File: config.mk
export PLATFORM = sky130hd
export DESIGN_NAME = fault_pulse_code_decoder
export DESIGN_NICKNAME = d
export VERILOG_FILES = /design/src/design/fpcd_pkg.sv /design/src/design/fpcd_core.sv /design/src/design/fault_pulse_code_decoder.sv
export SDC_FILE = /design/constraint.sdc
export NUM_CORES = 1
export LEC_CHECK = 0
export ABC_AREA = 0
export BUFFER_PORTS_ARGS = -buffer_cell sky130_fd_sc_hd__buf_2
export CAP_MARGIN = 40
export CORE_ASPECT_RATIO = 1.5
export CORE_MARGIN = 1.5
export CORE_UTILIZATION = 25
export DETAILED_ROUTE_END_ITERATION = 8
export GPL_TIMING_DRIVEN = 0
export SLEW_MARGIN = 30
export SYNTH_ARGS = -nofsm -noshare
export SYNTH_HDL_FRONTEND = slang
export SYNTH_SLANG_ARGS = --single-unit
File: constraint.sdc
create_clock -name clk -period 11.8 [get_ports clk]
set_input_delay 1.18 -clock clk [delete_from_list [all_inputs] [get_ports clk]]
set_output_delay 1.18 -clock clk [all_outputs]
set_load 0.005 [all_outputs]
File: src/design/fpcd_pkg.sv
// Package for the fault pulse code decoder: payload and configuration types,
// status codes, register indexes and reset values. No dependencies.
`default_nettype none

package fpcd_pkg;

	// Configuration port index width; indexes above the register list are ignored
	localparam int CFG_IDX_W = 8;
	localparam int CFG_DATA_W = 16;

	typedef logic [CFG_IDX_W-1:0] cfg_idx_t;

	localparam cfg_idx_t CFG_PULSE_DURATION = cfg_idx_t'(0);
	localparam cfg_idx_t CFG_REPORT_GAP     = cfg_idx_t'(1);
	localparam cfg_idx_t CFG_PULSE_GAP      = cfg_idx_t'(2);
	localparam cfg_idx_t CFG_SLACK          = cfg_idx_t'(3);

	localparam logic [CFG_DATA_W-1:0] RST_PULSE_DURATION = 16'd500;
	localparam logic [CFG_DATA_W-1:0] RST_REPORT_GAP     = 16'd5000;
	localparam logic [CFG_DATA_W-1:0] RST_PULSE_GAP      = 16'd1000;
	localparam logic [CFG_DATA_W-1:0] RST_SLACK          = 16'd100;

	// Reported status codes
	typedef enum logic [1:0] {
		ST_OK       = 2'd0,
		ST_MID      = 2'd1,
		ST_REPORTED = 2'd2,
		ST_ERROR    = 2'd3
	} status_t;

	typedef struct packed {
		logic [CFG_DATA_W-1:0] pulse_duration_ms;
		logic [CFG_DATA_W-1:0] report_gap_ms;
		logic [CFG_DATA_W-1:0] pulse_gap_ms;
		logic [CFG_DATA_W-1:0] slack_ms;
	} cfg_t;

	typedef struct packed {
		logic [31:0] now_ms;
		logic        line_level;
	} sample_t;

	typedef struct packed {
		logic [1:0] cycle_status;
		logic [7:0] fault_code;
		logic [7:0] pulse_count;
	} result_t;

endpackage

`default_nettype wire

File: src/design/fpcd_core.sv
// Decoder state and combinational update for one line sample.
// Depends on fpcd_pkg (sample, result, config and status types).
`default_nettype none

module fpcd_core (
	input  wire logic             clk,
	input  wire logic             arst_n,
	input  wire logic             step,
	input  wire fpcd_pkg::sample_t item,
	input  wire fpcd_pkg::cfg_t    cfg,
	output fpcd_pkg::result_t      result
);

	logic [31:0]       last_change_q;
	logic              prev_level_q;
	logic [7:0]        burst_q;
	fpcd_pkg::status_t status_q;
	logic [7:0]        code_q;

	logic [31:0]       last_change_d;
	logic [7:0]        burst_d;
	fpcd_pkg::status_t status_d;
	logic [7:0]        code_d;

	logic [31:0] elapsed;
	logic [16:0] dur_thr;
	logic [16:0] report_thr;
	logic [16:0] gap_thr;

	// Modular elapsed time and 17-bit thresholds (never wrap)
	assign elapsed    = item.now_ms - last_change_q;
	assign dur_thr    = {1'b0, cfg.pulse_duration_ms} + {1'b0, cfg.slack_ms};
	assign report_thr = {1'b0, cfg.report_gap_ms} + {1'b0, cfg.slack_ms};
	assign gap_thr    = {1'b0, cfg.pulse_gap_ms} + {1'b0, cfg.slack_ms};

	// Next state: edges first, then high timeout, then the two low timeouts
	always_comb begin
		last_change_d = last_change_q;
		burst_d       = burst_q;
		status_d      = status_q;
		code_d        = code_q;
		priority if (item.line_level != prev_level_q) begin
			last_change_d = item.now_ms;
			if (item.line_level) begin
				status_d = fpcd_pkg::ST_MID;
				if (burst_q != 8'hFF) begin
					burst_d = burst_q + 8'd1;
				end
			end
		end else if (item.line_level) begin
			if (elapsed > {15'd0, dur_thr}) begin
				status_d = fpcd_pkg::ST_ERROR;
			end
		end else if (elapsed > {15'd0, report_thr}) begin
			status_d = fpcd_pkg::ST_OK;
			code_d   = 8'd0;
		end else if (elapsed > {15'd0, gap_thr} && burst_q != 8'd0) begin
			status_d = fpcd_pkg::ST_REPORTED;
			code_d   = burst_q;
			burst_d  = 8'd0;
		end
	end

	// State registers, updated once per consumed sample
	always_ff @(posedge clk or negedge arst_n) begin
		if (!arst_n) begin
			last_change_q <= '0;
			prev_level_q  <= 1'b0;
			burst_q       <= '0;
			status_q      <= fpcd_pkg::ST_OK;
			code_q        <= '0;
		end else if (step) begin
			last_change_q <= last_change_d;
			prev_level_q  <= item.line_level;
			burst_q       <= burst_d;
			status_q      <= status_d;
			code_q        <= code_d;
		end
	end

	// Result carries the values after the update
	assign result.cycle_status = status_d;
	assign result.fault_code   = code_d;
	assign result.pulse_count  = burst_d;

	// A rising edge always leaves the decoder mid report
	a_rise_mid: assert property (@(posedge clk) disable iff (!arst_n)
		step && item.line_level && !prev_level_q |=> status_q == fpcd_pkg::ST_MID)
		else $error("rising edge did not set mid report");

	// A published code is either cleared or the burst count just before
	a_code_src: assert property (@(posedge clk) disable iff (!arst_n)
		!$stable(code_q) |-> code_q == 8'd0 || code_q == $past(burst_q))
		else $error("fault code changed to an unexpected value");

	// Counter only grows by one or returns to zero
	a_burst_step: assert property (@(posedge clk) disable iff (!arst_n)
		!$stable(burst_q) |-> burst_q == 8'd0 || burst_q == $past(burst_q) + 8'd1)
		else $error("pulse counter moved by more than one");

	// Counter is zeroed only when a code is published
	a_burst_clear: assert property (@(posedge clk) disable iff (!arst_n)
		step && burst_q != 8'd0 && burst_d == 8'd0 |-> status_d == fpcd_pkg::ST_REPORTED)
		else $error("pulse counter cleared without a report");

endmodule

`default_nettype wire

File: src/design/fault_pulse_code_decoder.sv
// Flow: a sample accepted into the sample register gives its result in the result register once
// stage 1 advances. Throughput: one sample per cycle while result_stall does not hold the result
// register; the state update is a combinational loop in fpcd_core between the two registers.
// Reset: arst_n clears all valid flags and decoder state; configuration returns to
// 500 / 5000 / 1000 / 100 ms. cfg_ready is always high.
// Top level of the fault pulse code decoder. Depends on fpcd_pkg and fpcd_core.
`default_nettype none

module fault_pulse_code_decoder (
	input  wire logic                            clk,
	input  wire logic                            arst_n,
	input  wire logic                            sample_valid,
	output logic                                 sample_stall,
	input  wire fpcd_pkg::sample_t               sample,
	output logic                                 result_valid,
	input  wire logic                            result_stall,
	output fpcd_pkg::result_t                    result,
	input  wire logic                            cfg_valid,
	output logic                                 cfg_ready,
	input  wire logic [fpcd_pkg::CFG_IDX_W-1:0]  cfg_index,
	input  wire logic [fpcd_pkg::CFG_DATA_W-1:0] cfg_data
);

	fpcd_pkg::cfg_t    cfg_q;
	fpcd_pkg::sample_t sample_s1;
	logic              valid_s1;
	fpcd_pkg::result_t result_next;
	fpcd_pkg::result_t result_q;
	logic              result_valid_q;
	logic              advance;
	logic              step;

	// Configuration registers
	assign cfg_ready = 1'b1;

	always_ff @(posedge clk or negedge arst_n) begin
		if (!arst_n) begin
			cfg_q.pulse_duration_ms <= fpcd_pkg::RST_PULSE_DURATION;
			cfg_q.report_gap_ms     <= fpcd_pkg::RST_REPORT_GAP;
			cfg_q.pulse_gap_ms      <= fpcd_pkg::RST_PULSE_GAP;
			cfg_q.slack_ms          <= fpcd_pkg::RST_SLACK;
		end else if (cfg_valid && cfg_ready) begin
			unique case (cfg_index)
				fpcd_pkg::CFG_PULSE_DURATION: cfg_q.pulse_duration_ms <= cfg_data;
				fpcd_pkg::CFG_REPORT_GAP:     cfg_q.report_gap_ms     <= cfg_data;
				fpcd_pkg::CFG_PULSE_GAP:      cfg_q.pulse_gap_ms      <= cfg_data;
				fpcd_pkg::CFG_SLACK:          cfg_q.slack_ms          <= cfg_data;
				default: begin
				end
			endcase
		end
	end

	// Flow control: stage 1 moves on whenever the result slot is free or being taken
	assign advance      = !result_valid_q || !result_stall;
	assign step         = valid_s1 && advance;
	assign sample_stall = valid_s1 && !advance;

	// Sample register
	always_ff @(posedge clk or negedge arst_n) begin
		if (!arst_n) begin
			valid_s1 <= 1'b0;
		end else if (!sample_stall) begin
			valid_s1 <= sample_valid;
		end
	end

	always_ff @(posedge clk) begin
		if (sample_valid && !sample_stall) begin
			sample_s1 <= sample;
		end
	end

	fpcd_core u_core (
		.clk    (clk),
		.arst_n (arst_n),
		.step   (step),
		.item   (sample_s1),
		.cfg    (cfg_q),
		.result (result_next)
	);

	// Result register
	always_ff @(posedge clk or negedge arst_n) begin
		if (!arst_n) begin
			result_valid_q <= 1'b0;
		end else if (advance) begin
			result_valid_q <= valid_s1;
		end
	end

	always_ff @(posedge clk) begin
		if (step) begin
			result_q <= result_next;
		end
	end

	assign result_valid = result_valid_q;
	assign result       = result_q;

endmodule

`default_nettype wire
==> flow_summary.html, run 1 <==
<table>
<tr><th>Metric</th><th>Value</th></tr>
<tr><th colspan="2">Status</th></tr>
<tr><td>Status</td><td>finished clean</td></tr>
<tr><th colspan="2">Setup path</th></tr>
<tr><td>Register-to-register path setup slack</td><td>5.64 ns</td></tr>
<tr><td>Max stage delay cell, worst path</td><td>o311ai_0</td></tr>
<tr><td>Most frequent CP cell</td><td>o21ai_0</td></tr>
<tr><td>CP max FO</td><td>5</td></tr>
<tr><td>Reg-to-reg critical path endpoint</td><td>result[7]</td></tr>
<tr><td>Gate family responsible for the most delay along the worst path</td><td>compound AO/OA/AOI/OAI gates</td></tr>
<tr><td>Crit start category</td><td>register</td></tr>
<tr><td>Worst EP arrival</td><td>6.35 ns</td></tr>
<tr><td>Category of the critical setup timing path</td><td>register to register</td></tr>
<tr><td>Cells along the critical path</td><td>ha_1 -&gt; a211oi_1 -&gt; o21ai_0 -&gt; a31oi_1 -&gt; o21ai_0 -&gt; a21o_1 -&gt; a21oi_1 -&gt; o21ai_0 -&gt; a21o_1 -&gt; a21oi_1 -&gt; xor2_1 -&gt; ha_1 -&gt; nand4_1 -&gt; inv_1 -&gt; nand3_1 -&gt; o311ai_0 -&gt; o2111ai_1 -&gt; nor4_2 -&gt; nor2_1 -&gt; a311o_1</td></tr>
<tr><td>Worst reg2reg path startpoint</td><td>cfg_q[1]</td></tr>
<tr><td>Delay of the slowest cell on the worst path</td><td>0.78 ns</td></tr>
<tr><td>Total buffers and inverters traversed by the critical path</td><td>1</td></tr>
<tr><td>Required time worst endpoint</td><td>11.99 ns</td></tr>
<tr><td>Length in cells of the worst reg-to-reg path</td><td>20</td></tr>
<tr><td>Type of element capturing the critical path</td><td>register</td></tr>
<tr><th colspan="2">Layout</th></tr>
<tr><td>Fill cell count</td><td>4,798</td></tr>
<tr><td>Number of cells in the finished layout apart from fillers</td><td>1,855</td></tr>
<tr><td>Area taken by multi-input logic gates</td><td>6810 sq um</td></tr>
<tr><td>Layout Nets</td><td>1,448</td></tr>
<tr><td>FF/Latch Area</td><td>4480 sq um</td></tr>
<tr><td>Proportion of layout cells with a drive suffix above 1</td><td>0.208</td></tr>
<tr><td>Layout-stage area growth over the synthesis result</td><td>15.4%</td></tr>
<tr><th colspan="2">GRT</th></tr>
<tr><td>Busiest metal layer after global routing</td><td>met2</td></tr>
<tr><td>Largest net degree at the start of global routing</td><td>63</td></tr>
<tr><td>GRT Resource Usage Total</td><td>0.128</td></tr>
<tr><td>Overflow after GRT</td><td>0</td></tr>
<tr><td>Number of antenna violations at the first check in global routing</td><td>2</td></tr>
<tr><td>Vias in the first global route</td><td>9,490</td></tr>
<tr><td>Met3 track demand over resource in global routing</td><td>0.0191</td></tr>
<tr><td>Global routing met2 resource utilization</td><td>0.247</td></tr>
<tr><td>First-pass GRT wire length</td><td>48,600 um</td></tr>
<tr><td>Routing usage on met1</td><td>0.127</td></tr>
<tr><th colspan="2">Timing</th></tr>
<tr><td>Worst-Margin Slew</td><td>0.862 ns</td></tr>
<tr><td>RSZ-0062 raised after global routing</td><td>no</td></tr>
<tr><td>Min cycle time layout</td><td>6.16 ns</td></tr>
<tr><td>Setup TNS Final</td><td>0 ns</td></tr>
<tr><td>Number of pins with negative max-slew slack in the final report</td><td>0</td></tr>
<tr><td>Maximum clock frequency</td><td>162 MHz</td></tr>
<tr><td>Headroom to the max-slew limit</td><td>0.425</td></tr>
<tr><td>Largest clock skew in the final design</td><td>0.0103 ns</td></tr>
<tr><td>Portion of the clock cycle consumed by the worst path in the final layout</td><td>0.522</td></tr>
<tr><td>Number of endpoints with negative hold slack in the final report</td><td>0</td></tr>
<tr><td>Total setup violations reported at the end of the flow</td><td>0</td></tr>
<tr><th colspan="2">Route</th></tr>
<tr><td>Count of unresolved DRC violations after routing</td><td>0</td></tr>
<tr><td>Drt initial violations</td><td>332</td></tr>
<tr><td>Iteration count of the initial detailed-routing pass</td><td>5</td></tr>
<tr><td>Wirelength, routed</td><td>30,300 um</td></tr>
<tr><td>Average vias per placed instance</td><td>4.90</td></tr>
<tr><td>Routed length per placed instance</td><td>16.3 um</td></tr>
<tr><td>Number of nets with antenna violations after detailed routing</td><td>0</td></tr>
<tr><td>Total via count in the routed design</td><td>9,085</td></tr>
<tr><th colspan="2">Floorplan</th></tr>
<tr><td>Number of placement rows</td><td>96</td></tr>
<tr><td>Die Y</td><td>268 um</td></tr>
<tr><td>Ports placed on the boundary</td><td>83</td></tr>
<tr><td>Effective utilization at floorplan</td><td>0.254</td></tr>
<tr><td>Core outline area</td><td>46,000 sq um</td></tr>
<tr><td>Die area</td><td>48,100 sq um</td></tr>
<tr><td>Horiz. Die Dim</td><td>180 um</td></tr>
<tr><th colspan="2">Logic synthesis</th></tr>
<tr><td>Number of synthesized flops with an enable pin</td><td>51</td></tr>
<tr><td>Avg Inst Size Synth</td><td>10.2 sq um</td></tr>
<tr><td>Nets in the synthesized netlist</td><td>1,344</td></tr>
<tr><td>Synth cell types</td><td>82</td></tr>
<tr><td>Sequential area share after synthesis</td><td>0.384</td></tr>
<tr><td>Seq cells post-synth</td><td>168</td></tr>
<tr><td>Yosys warnings</td><td>0</td></tr>
<tr><td>Top FF cell, synth</td><td>dfrtp_1</td></tr>
<tr><td>Synth async-reset ratio</td><td>0.696</td></tr>
<tr><td>Post-synthesis cell area</td><td>11,700 sq um</td></tr>
<tr><td>Cell count after synthesis</td><td>1,149</td></tr>
<tr><th colspan="2">Clock network</th></tr>
<tr><td>TritonCTS clock tree</td><td>yes</td></tr>
<tr><td>H-tree depth</td><td>4</td></tr>
<tr><td>Total of cells resized after clock tree synthesis</td><td>0</td></tr>
<tr><td>CTS Buf Count</td><td>17</td></tr>
<tr><td>Bufs on Longest Clock Path</td><td>2</td></tr>
<tr><td>Root cell of the clock tree</td><td>clkbuf_16</td></tr>
<tr><td>Post-CTS Hold Fix Bufs</td><td>0</td></tr>
<tr><td>Clock sink count</td><td>168</td></tr>
<tr><td>Clock edge transition at the registers on the reported setup and hold paths</td><td>0.07 ns</td></tr>
<tr><td>Skew-Pair Late Insertion Delay</td><td>0.46 ns</td></tr>
<tr><td>Post-CTS Repair Setup Buffers</td><td>0</td></tr>
<tr><th colspan="2">Hold path</th></tr>
<tr><td>Hold worst-path end</td><td>u_core.last_change_q[0]</td></tr>
<tr><td>Worst hold stages</td><td>2</td></tr>
<tr><td>Worst hold path type</td><td>register to register</td></tr>
<tr><td>Hold path startpoint</td><td>u_core.last_change_q[0]</td></tr>
<tr><th colspan="2">Placed design</th></tr>
<tr><td>Placer's final routability congestion estimate</td><td>0.879</td></tr>
<tr><td>HPWL after DPL</td><td>24,500 um</td></tr>
<tr><td>Cell Count Post-Placement</td><td>1,822</td></tr>
<tr><td>Count of buffers inserted at the top-level ports</td><td>81</td></tr>
<tr><th colspan="2">Power</th></tr>
<tr><td>Largest voltage drop on the vdd net</td><td>0.0000962 V</td></tr>
<tr><td>LEAKAGE</td><td>6.10 nW</td></tr>
<tr><td>Power density normalized to cell area</td><td>193 nW/um^2</td></tr>
<tr><th colspan="2">Job</th></tr>
<tr><td># Max-Cap Violations</td><td>0</td></tr>
</table>
## layout by cell type, fill, tap and decap left out, types with 9 or more instances in the layout
cell,instances
nand2b_1,18
xnor2_1,35
nand4_1,15
xor2_1,29
dfrtp_1,97
a211oi_1,9
mux2_2,93
edfxtp_1,51
clkbuf_16,19
and3_1,9
nor2b_1,9
a22o_1,13
inv_1,64
nand3_1,38
nand2_1,83
clkbuf_1,26
a21o_1,37
dfstp_2,20
o21a_1,10
o21ai_0,58
a31oi_1,13
buf_2,85
ha_1,129
nor2_1,61
nor3_1,13
a21oi_1,77
o211ai_1,13
## cell type report
type	count	area share
diodes	1	0.000186
plain buffers	36	0.0121
clock buffers	19	0.0352
clock inverters	13	0.00770
inverters	64	0.0178
multi-input cells	881	0.505
flip-flops and latches	168	0.332
well taps	588	0.0545
repair buffers	85	0.0354
## cells in the mapped netlist, types with 15 or more instances
library cell | count | area [sq um]
a21o_1 | 37 | 278
a21oi_1 | 77 | 385
clkbuf_1 | 27 | 101
dfrtp_1 | 97 | 2430
dfstp_2 | 20 | 526
edfxtp_1 | 51 | 1530
ha_1 | 129 | 1610
inv_1 | 64 | 240
mux2_2 | 93 | 1050
nand2_1 | 83 | 312
nand2b_1 | 18 | 113
nand3_1 | 38 | 190
nand4_1 | 15 | 93.8
nor2_1 | 61 | 229
o21ai_0 | 58 | 290
xnor2_1 | 35 | 307
xor2_1 | 29 | 254
## sequential cells by signal, indices dropped and copies added (netlist names)
register              count
cfg_q                    64
sample_s1                33
u_core.last_change_q     32
result                   18
u_core.burst_q            8
u_core.code_q             8
u_core.status_q           2
result_valid              1
u_core.prev_level_q       1
valid_s1                  1
## through the flow
stage	instance area, sq um	hold WS (ns)	util	power (mW)	setup WS [ns]
6_report	13500	0.498	0.293	2.60	5.64
5_1_grt	13500	0.519	0.293	2.82	5.16
4_1_cts	13500	0.499	0.293	2.62	5.58
3_5_place_dp	12900	0.484	0.281	2.04	5.61
3_3_place_gp	12800	0.473	0.279	2.01	5.72
2_1_floorplan	11700	0.454	-	1.70	7.07
## where the power goes
part	switching, mW	internal (mW)	total, mW
Combinational	0.767	0.526	1.29
Clock	0.264	0.300	0.564
Sequential	0.0498	0.692	0.742
Total	1.08	1.52	2.60
## tightest hold or removal path: cells and delay by family (launching register included)
family	cells	cell delay [ns]
flops	1	0.35
compound gates	1	0.06
simple gates	1	0.05
## logic make-up (layout without fill, tap and decap cells)
family                     after synthesis  in the layout  synth area share
and+or+nand+nor                        291            291             0.125
xor gates and xnor gates                64             64            0.0480
buffers and inverters                  100            217            0.0344
muxes                                   96             96            0.0922
adders and majority gates              134            134             0.146
other                                    1              2          0.000321
DFF                                    168            168             0.384
AOI/OAI and AO/OA                      295            295             0.171
## how the worst max path moves through the flow
stage | startpoint | to | slack, ns | depth (start not counted)
after global routing | cfg_q[1] | result[7] | 5.16 | 20
after CTS | cfg_q[1] | result[7] | 5.58 | 20
after floorplan | cfg_q[1] | result[3] | 7.07 | 22
after global placement | cfg_q[1] | result[7] | 5.72 | 20
final | cfg_q[1] | result[7] | 5.64 | 20
after detailed placement | cfg_q[1] | result[7] | 5.61 | 20
## per-layer routing
| metal | part of all wire | wire, um | vias to the layer above |
|---|---|---|---|
| li1 | - | - | 4441 |
| met3 | 0.023 | 704 | 78 |
| met4 | 0.057 | 1740 | 4 |
| met5 | 0.00076 | 23 | - |
| met2 | 0.54 | 16400 | 149 |
| met1 | 0.38 | 11400 | 4413 |
Note: power is estimated with default switching activity, not from simulation.
==> inputs of run 2 (changes only) <==
clock period = 5.5 ns   (was 11.8 ns; I/O delays follow)
==> run 2 against run 1 <==
  * Wire length increased by 0.66%
  * Utilization up 0.39 points
  * Clock skew decreased by 0.0017 ns
  * Die area stayed put
  * Global-route usage rose by 0.053 points
  * Worst hold slack got worse by 0.49 ns
  * Sequential cell count did not move
  * Largest cell class unchanged
  * Largest power group unchanged
  * Highest routed layer unchanged
==> flow_summary.html, run 2 (synthesis results as in run 1) <==
<table>
<tr><th>Metric</th><th>Value</th></tr>
<tr><th colspan="2">Timing</th></tr>
<tr><td>Worst-Margin Slew</td><td>0.859 ns</td></tr>
<tr><td>Maximum clock frequency</td><td>191 MHz</td></tr>
<tr><td>Total setup violations reported at the end of the flow</td><td>0</td></tr>
<tr><td>Tightest hold margin</td><td>0.0120 ns</td></tr>
<tr><td>Portion of the clock cycle consumed by the worst path in the final layout</td><td>0.951</td></tr>
<tr><td>Final setup slack of the worst path</td><td>0.270 ns</td></tr>
<tr><td>Min cycle time layout</td><td>5.23 ns</td></tr>
<tr><td>Largest clock skew in the final design</td><td>0.00861 ns</td></tr>
<tr><td>Headroom to the max-slew limit</td><td>0.427</td></tr>
<tr><td>Number of endpoints with negative hold slack in the final report</td><td>0</td></tr>
<tr><td>Number of pins with negative max-slew slack in the final report</td><td>0</td></tr>
<tr><td>RSZ-0062 raised after global routing</td><td>no</td></tr>
<tr><th colspan="2">Power</th></tr>
<tr><td>Power density normalized to cell area</td><td>420 nW/um^2</td></tr>
<tr><td>Largest voltage drop on the vdd net</td><td>0.000197 V</td></tr>
<tr><td>LEAKAGE</td><td>6.17 nW</td></tr>
<tr><th colspan="2">Layout</th></tr>
<tr><td>Most common cell after layout, fill and taps aside</td><td>ha_1</td></tr>
<tr><td>Largest register by flop count</td><td>cfg_q</td></tr>
<tr><td>Layout Nets</td><td>1,450</td></tr>
<tr><td>Layout-stage area growth over the synthesis result</td><td>17.0%</td></tr>
<tr><td>Most frequent cells in the layout</td><td>ha_1, dfrtp_1, mux2_2, buf_2, nand2_1</td></tr>
<tr><td>Max reg flops</td><td>64</td></tr>
<tr><td>Final design utilization</td><td>0.297</td></tr>
<tr><td>Proportion of layout cells with a drive suffix above 1</td><td>0.227</td></tr>
<tr><td>FF/Latch Area</td><td>4480 sq um</td></tr>
<tr><td>Area taken by multi-input logic gates</td><td>6960 sq um</td></tr>
<tr><td>Fill cell count</td><td>4,771</td></tr>
<tr><td>Top Registers</td><td>cfg_q (64), sample_s1 (33), u_core.last_change_q (32)</td></tr>
<tr><th colspan="2">GRT</th></tr>
<tr><td>GRT Resource Usage Total</td><td>0.129</td></tr>
<tr><td>Largest net degree at the start of global routing</td><td>63</td></tr>
<tr><td>Vias in the first global route</td><td>9,492</td></tr>
<tr><td>Number of antenna violations at the first check in global routing</td><td>2</td></tr>
<tr><td>First-pass GRT wire length</td><td>48,900 um</td></tr>
<tr><td>Overflow after GRT</td><td>0</td></tr>
<tr><th colspan="2">Floorplan</th></tr>
<tr><td>Number of placement rows</td><td>96</td></tr>
<tr><td>Ports placed on the boundary</td><td>83</td></tr>
<tr><td>Die area</td><td>48,100 sq um</td></tr>
<tr><td>Die Y</td><td>268 um</td></tr>
<tr><td>Horiz. Die Dim</td><td>180 um</td></tr>
<tr><td>Effective utilization at floorplan</td><td>0.254</td></tr>
<tr><td>Core outline area</td><td>46,000 sq um</td></tr>
<tr><th colspan="2">Status</th></tr>
<tr><td>Status</td><td>finished clean</td></tr>
<tr><th colspan="2">Placed design</th></tr>
<tr><td>Placer's final routability congestion estimate</td><td>0.879</td></tr>
<tr><td>Count of buffers inserted at the top-level ports</td><td>81</td></tr>
<tr><td>Pre-CTS setup slack</td><td>-0.690 ns</td></tr>
<tr><td>HPWL after DPL</td><td>24,500 um</td></tr>
<tr><th colspan="2">Clock network</th></tr>
<tr><td>H-tree depth</td><td>4</td></tr>
<tr><td>Skew-Pair Late Insertion Delay</td><td>0.46 ns</td></tr>
<tr><td>Clock sink count</td><td>168</td></tr>
<tr><td>Clock edge transition at the registers on the reported setup and hold paths</td><td>0.07 ns</td></tr>
<tr><td>Bufs on Longest Clock Path</td><td>2</td></tr>
<tr><td>Root cell of the clock tree</td><td>clkbuf_16</td></tr>
<tr><td>Post-CTS Hold Fix Bufs</td><td>0</td></tr>
<tr><td>CTS Buf Count</td><td>17</td></tr>
<tr><td>TritonCTS clock tree</td><td>yes</td></tr>
<tr><th colspan="2">Route</th></tr>
<tr><td>Drt initial violations</td><td>371</td></tr>
<tr><td>Iteration count of the initial detailed-routing pass</td><td>5</td></tr>
<tr><td>Routed length per placed instance</td><td>16.4 um</td></tr>
<tr><td>Count of unresolved DRC violations after routing</td><td>0</td></tr>
<tr><td>Total via count in the routed design</td><td>9,104</td></tr>
<tr><td>Average vias per placed instance</td><td>4.90</td></tr>
<tr><td>Number of nets with antenna violations after detailed routing</td><td>0</td></tr>
<tr><td>Wirelength, routed</td><td>30,500 um</td></tr>
<tr><th colspan="2">Hold path</th></tr>
<tr><td>Worst hold path type</td><td>input port to async pin</td></tr>
<tr><th colspan="2">Setup path</th></tr>
<tr><td>Worst EP arrival</td><td>5.42 ns</td></tr>
<tr><td>Type of element capturing the critical path</td><td>register</td></tr>
<tr><td>Required time worst endpoint</td><td>5.69 ns</td></tr>
<tr><td>Category of the critical setup timing path</td><td>register to register</td></tr>
<tr><td>CP max FO</td><td>8</td></tr>
<tr><td>Crit start category</td><td>register</td></tr>
<tr><td>Length in cells of the worst reg-to-reg path</td><td>21</td></tr>
<tr><th colspan="2">Job</th></tr>
<tr><td># Max-Cap Violations</td><td>0</td></tr>
</table>
==> run 2: cell types whose count changed in the layout (fill, tap and decap cells not counted), moves of 3 or more <==
cell and change:
buf_4 +5, a211oi_1 -4, a211oi_2 +4, o21ai_0 -4, clkbuf_1 -3, o21ai_1 +3
==> run 2: power breakdown <==
group / total (mW) / switching [mW] / internal (mW)
clock network: 1.21 / 0.563 / 0.644
registers: 1.59 / 0.107 / 1.49
logic: 2.94 / 1.73 / 1.21
==> run 2: critical path: stages (launching register included) <==
cell and delay, ns:
dfstp_2 0.57, ha_1 0.29, o21ai_0 0.24, o21ai_0 0.24
a31oi_1 0.27, o21ai_0 0.17, a21o_1 0.23, a21oi_1 0.22
o21ai_0 0.19, a21o_1 0.21, a21oi_1 0.18, xor2_1 0.10
ha_1 0.30, nand4_1 0.15, nor2_2 0.21, and2_1 0.18
o2111ai_1 0.19, a21oi_4 0.32, buf_4 0.18, o41ai_4 0.06
buf_4 0.21, a22o_1 0.27
==> run 2: per-layer routing <==
layer | wire [um] | vias to the layer above | share of wire | global-route usage
met5 | 30 | - | 0.00098 | 0
met2 | 16800 | 121 | 0.55 | 0.252
li1 | - | 4440 | - | -
met1 | 11500 | 4472 | 0.38 | 0.127
met3 | 623 | 67 | 0.020 | 0.0188
met4 | 1560 | 4 | 0.051 | 0.0791
==> run 2: cell type report <==
type	instances	share of cell area
inverters	64	0.0176
plain buffers	33	0.0111
repair buffers	90	0.0377
flip-flops and latches	168	0.328
clock buffers	19	0.0348
multi-input cells	881	0.509
well taps	588	0.0538
diodes	1	0.000183
clock inverters	13	0.00760
==> run 2: path summary, 6_finish.rpt <==
| path | slack (ns) | start | endpoint |
|---|---|---|---|
| hold reg to reg | 0.50 | u_core.last_change_q[0] | u_core.last_change_q[0] |
| setup reg to reg | 0.27 | cfg_q[2] | result[14] |
| min in group clk | 0.27 | sample[24] | sample_s1[24] |
| setup / recovery | 0.27 | cfg_q[2] | result[14] |
| hold / removal | 0.01 | arst_n | u_core.code_q[0] |
| max in group asynchronous | 4.76 | arst_n | cfg_q[50] |
==> run 2: stage by stage <==
step / power (mW) / std cells / instance area [sq um] / setup TNS [ns]
after CTS: 5.70 / 1855 / 13600 / 0
final: 5.74 / 1857 / 13700 / 0
after global routing: 6.21 / 1856 / 13700 / 0
after floorplan: 3.65 / 1149 / 11700 / 0
after global placement: 4.31 / 1818 / 12800 / -12.13
after detailed placement: 4.38 / 1822 / 12900 / -13.91
==> run 2: what timing repair did <==
action | in CTS | in global routing
buffers inserted | 2 | 3
endpoints found under the setup margin | 35 | 34
pin swaps | 2 | 6
gates resized for setup | 14 | 19
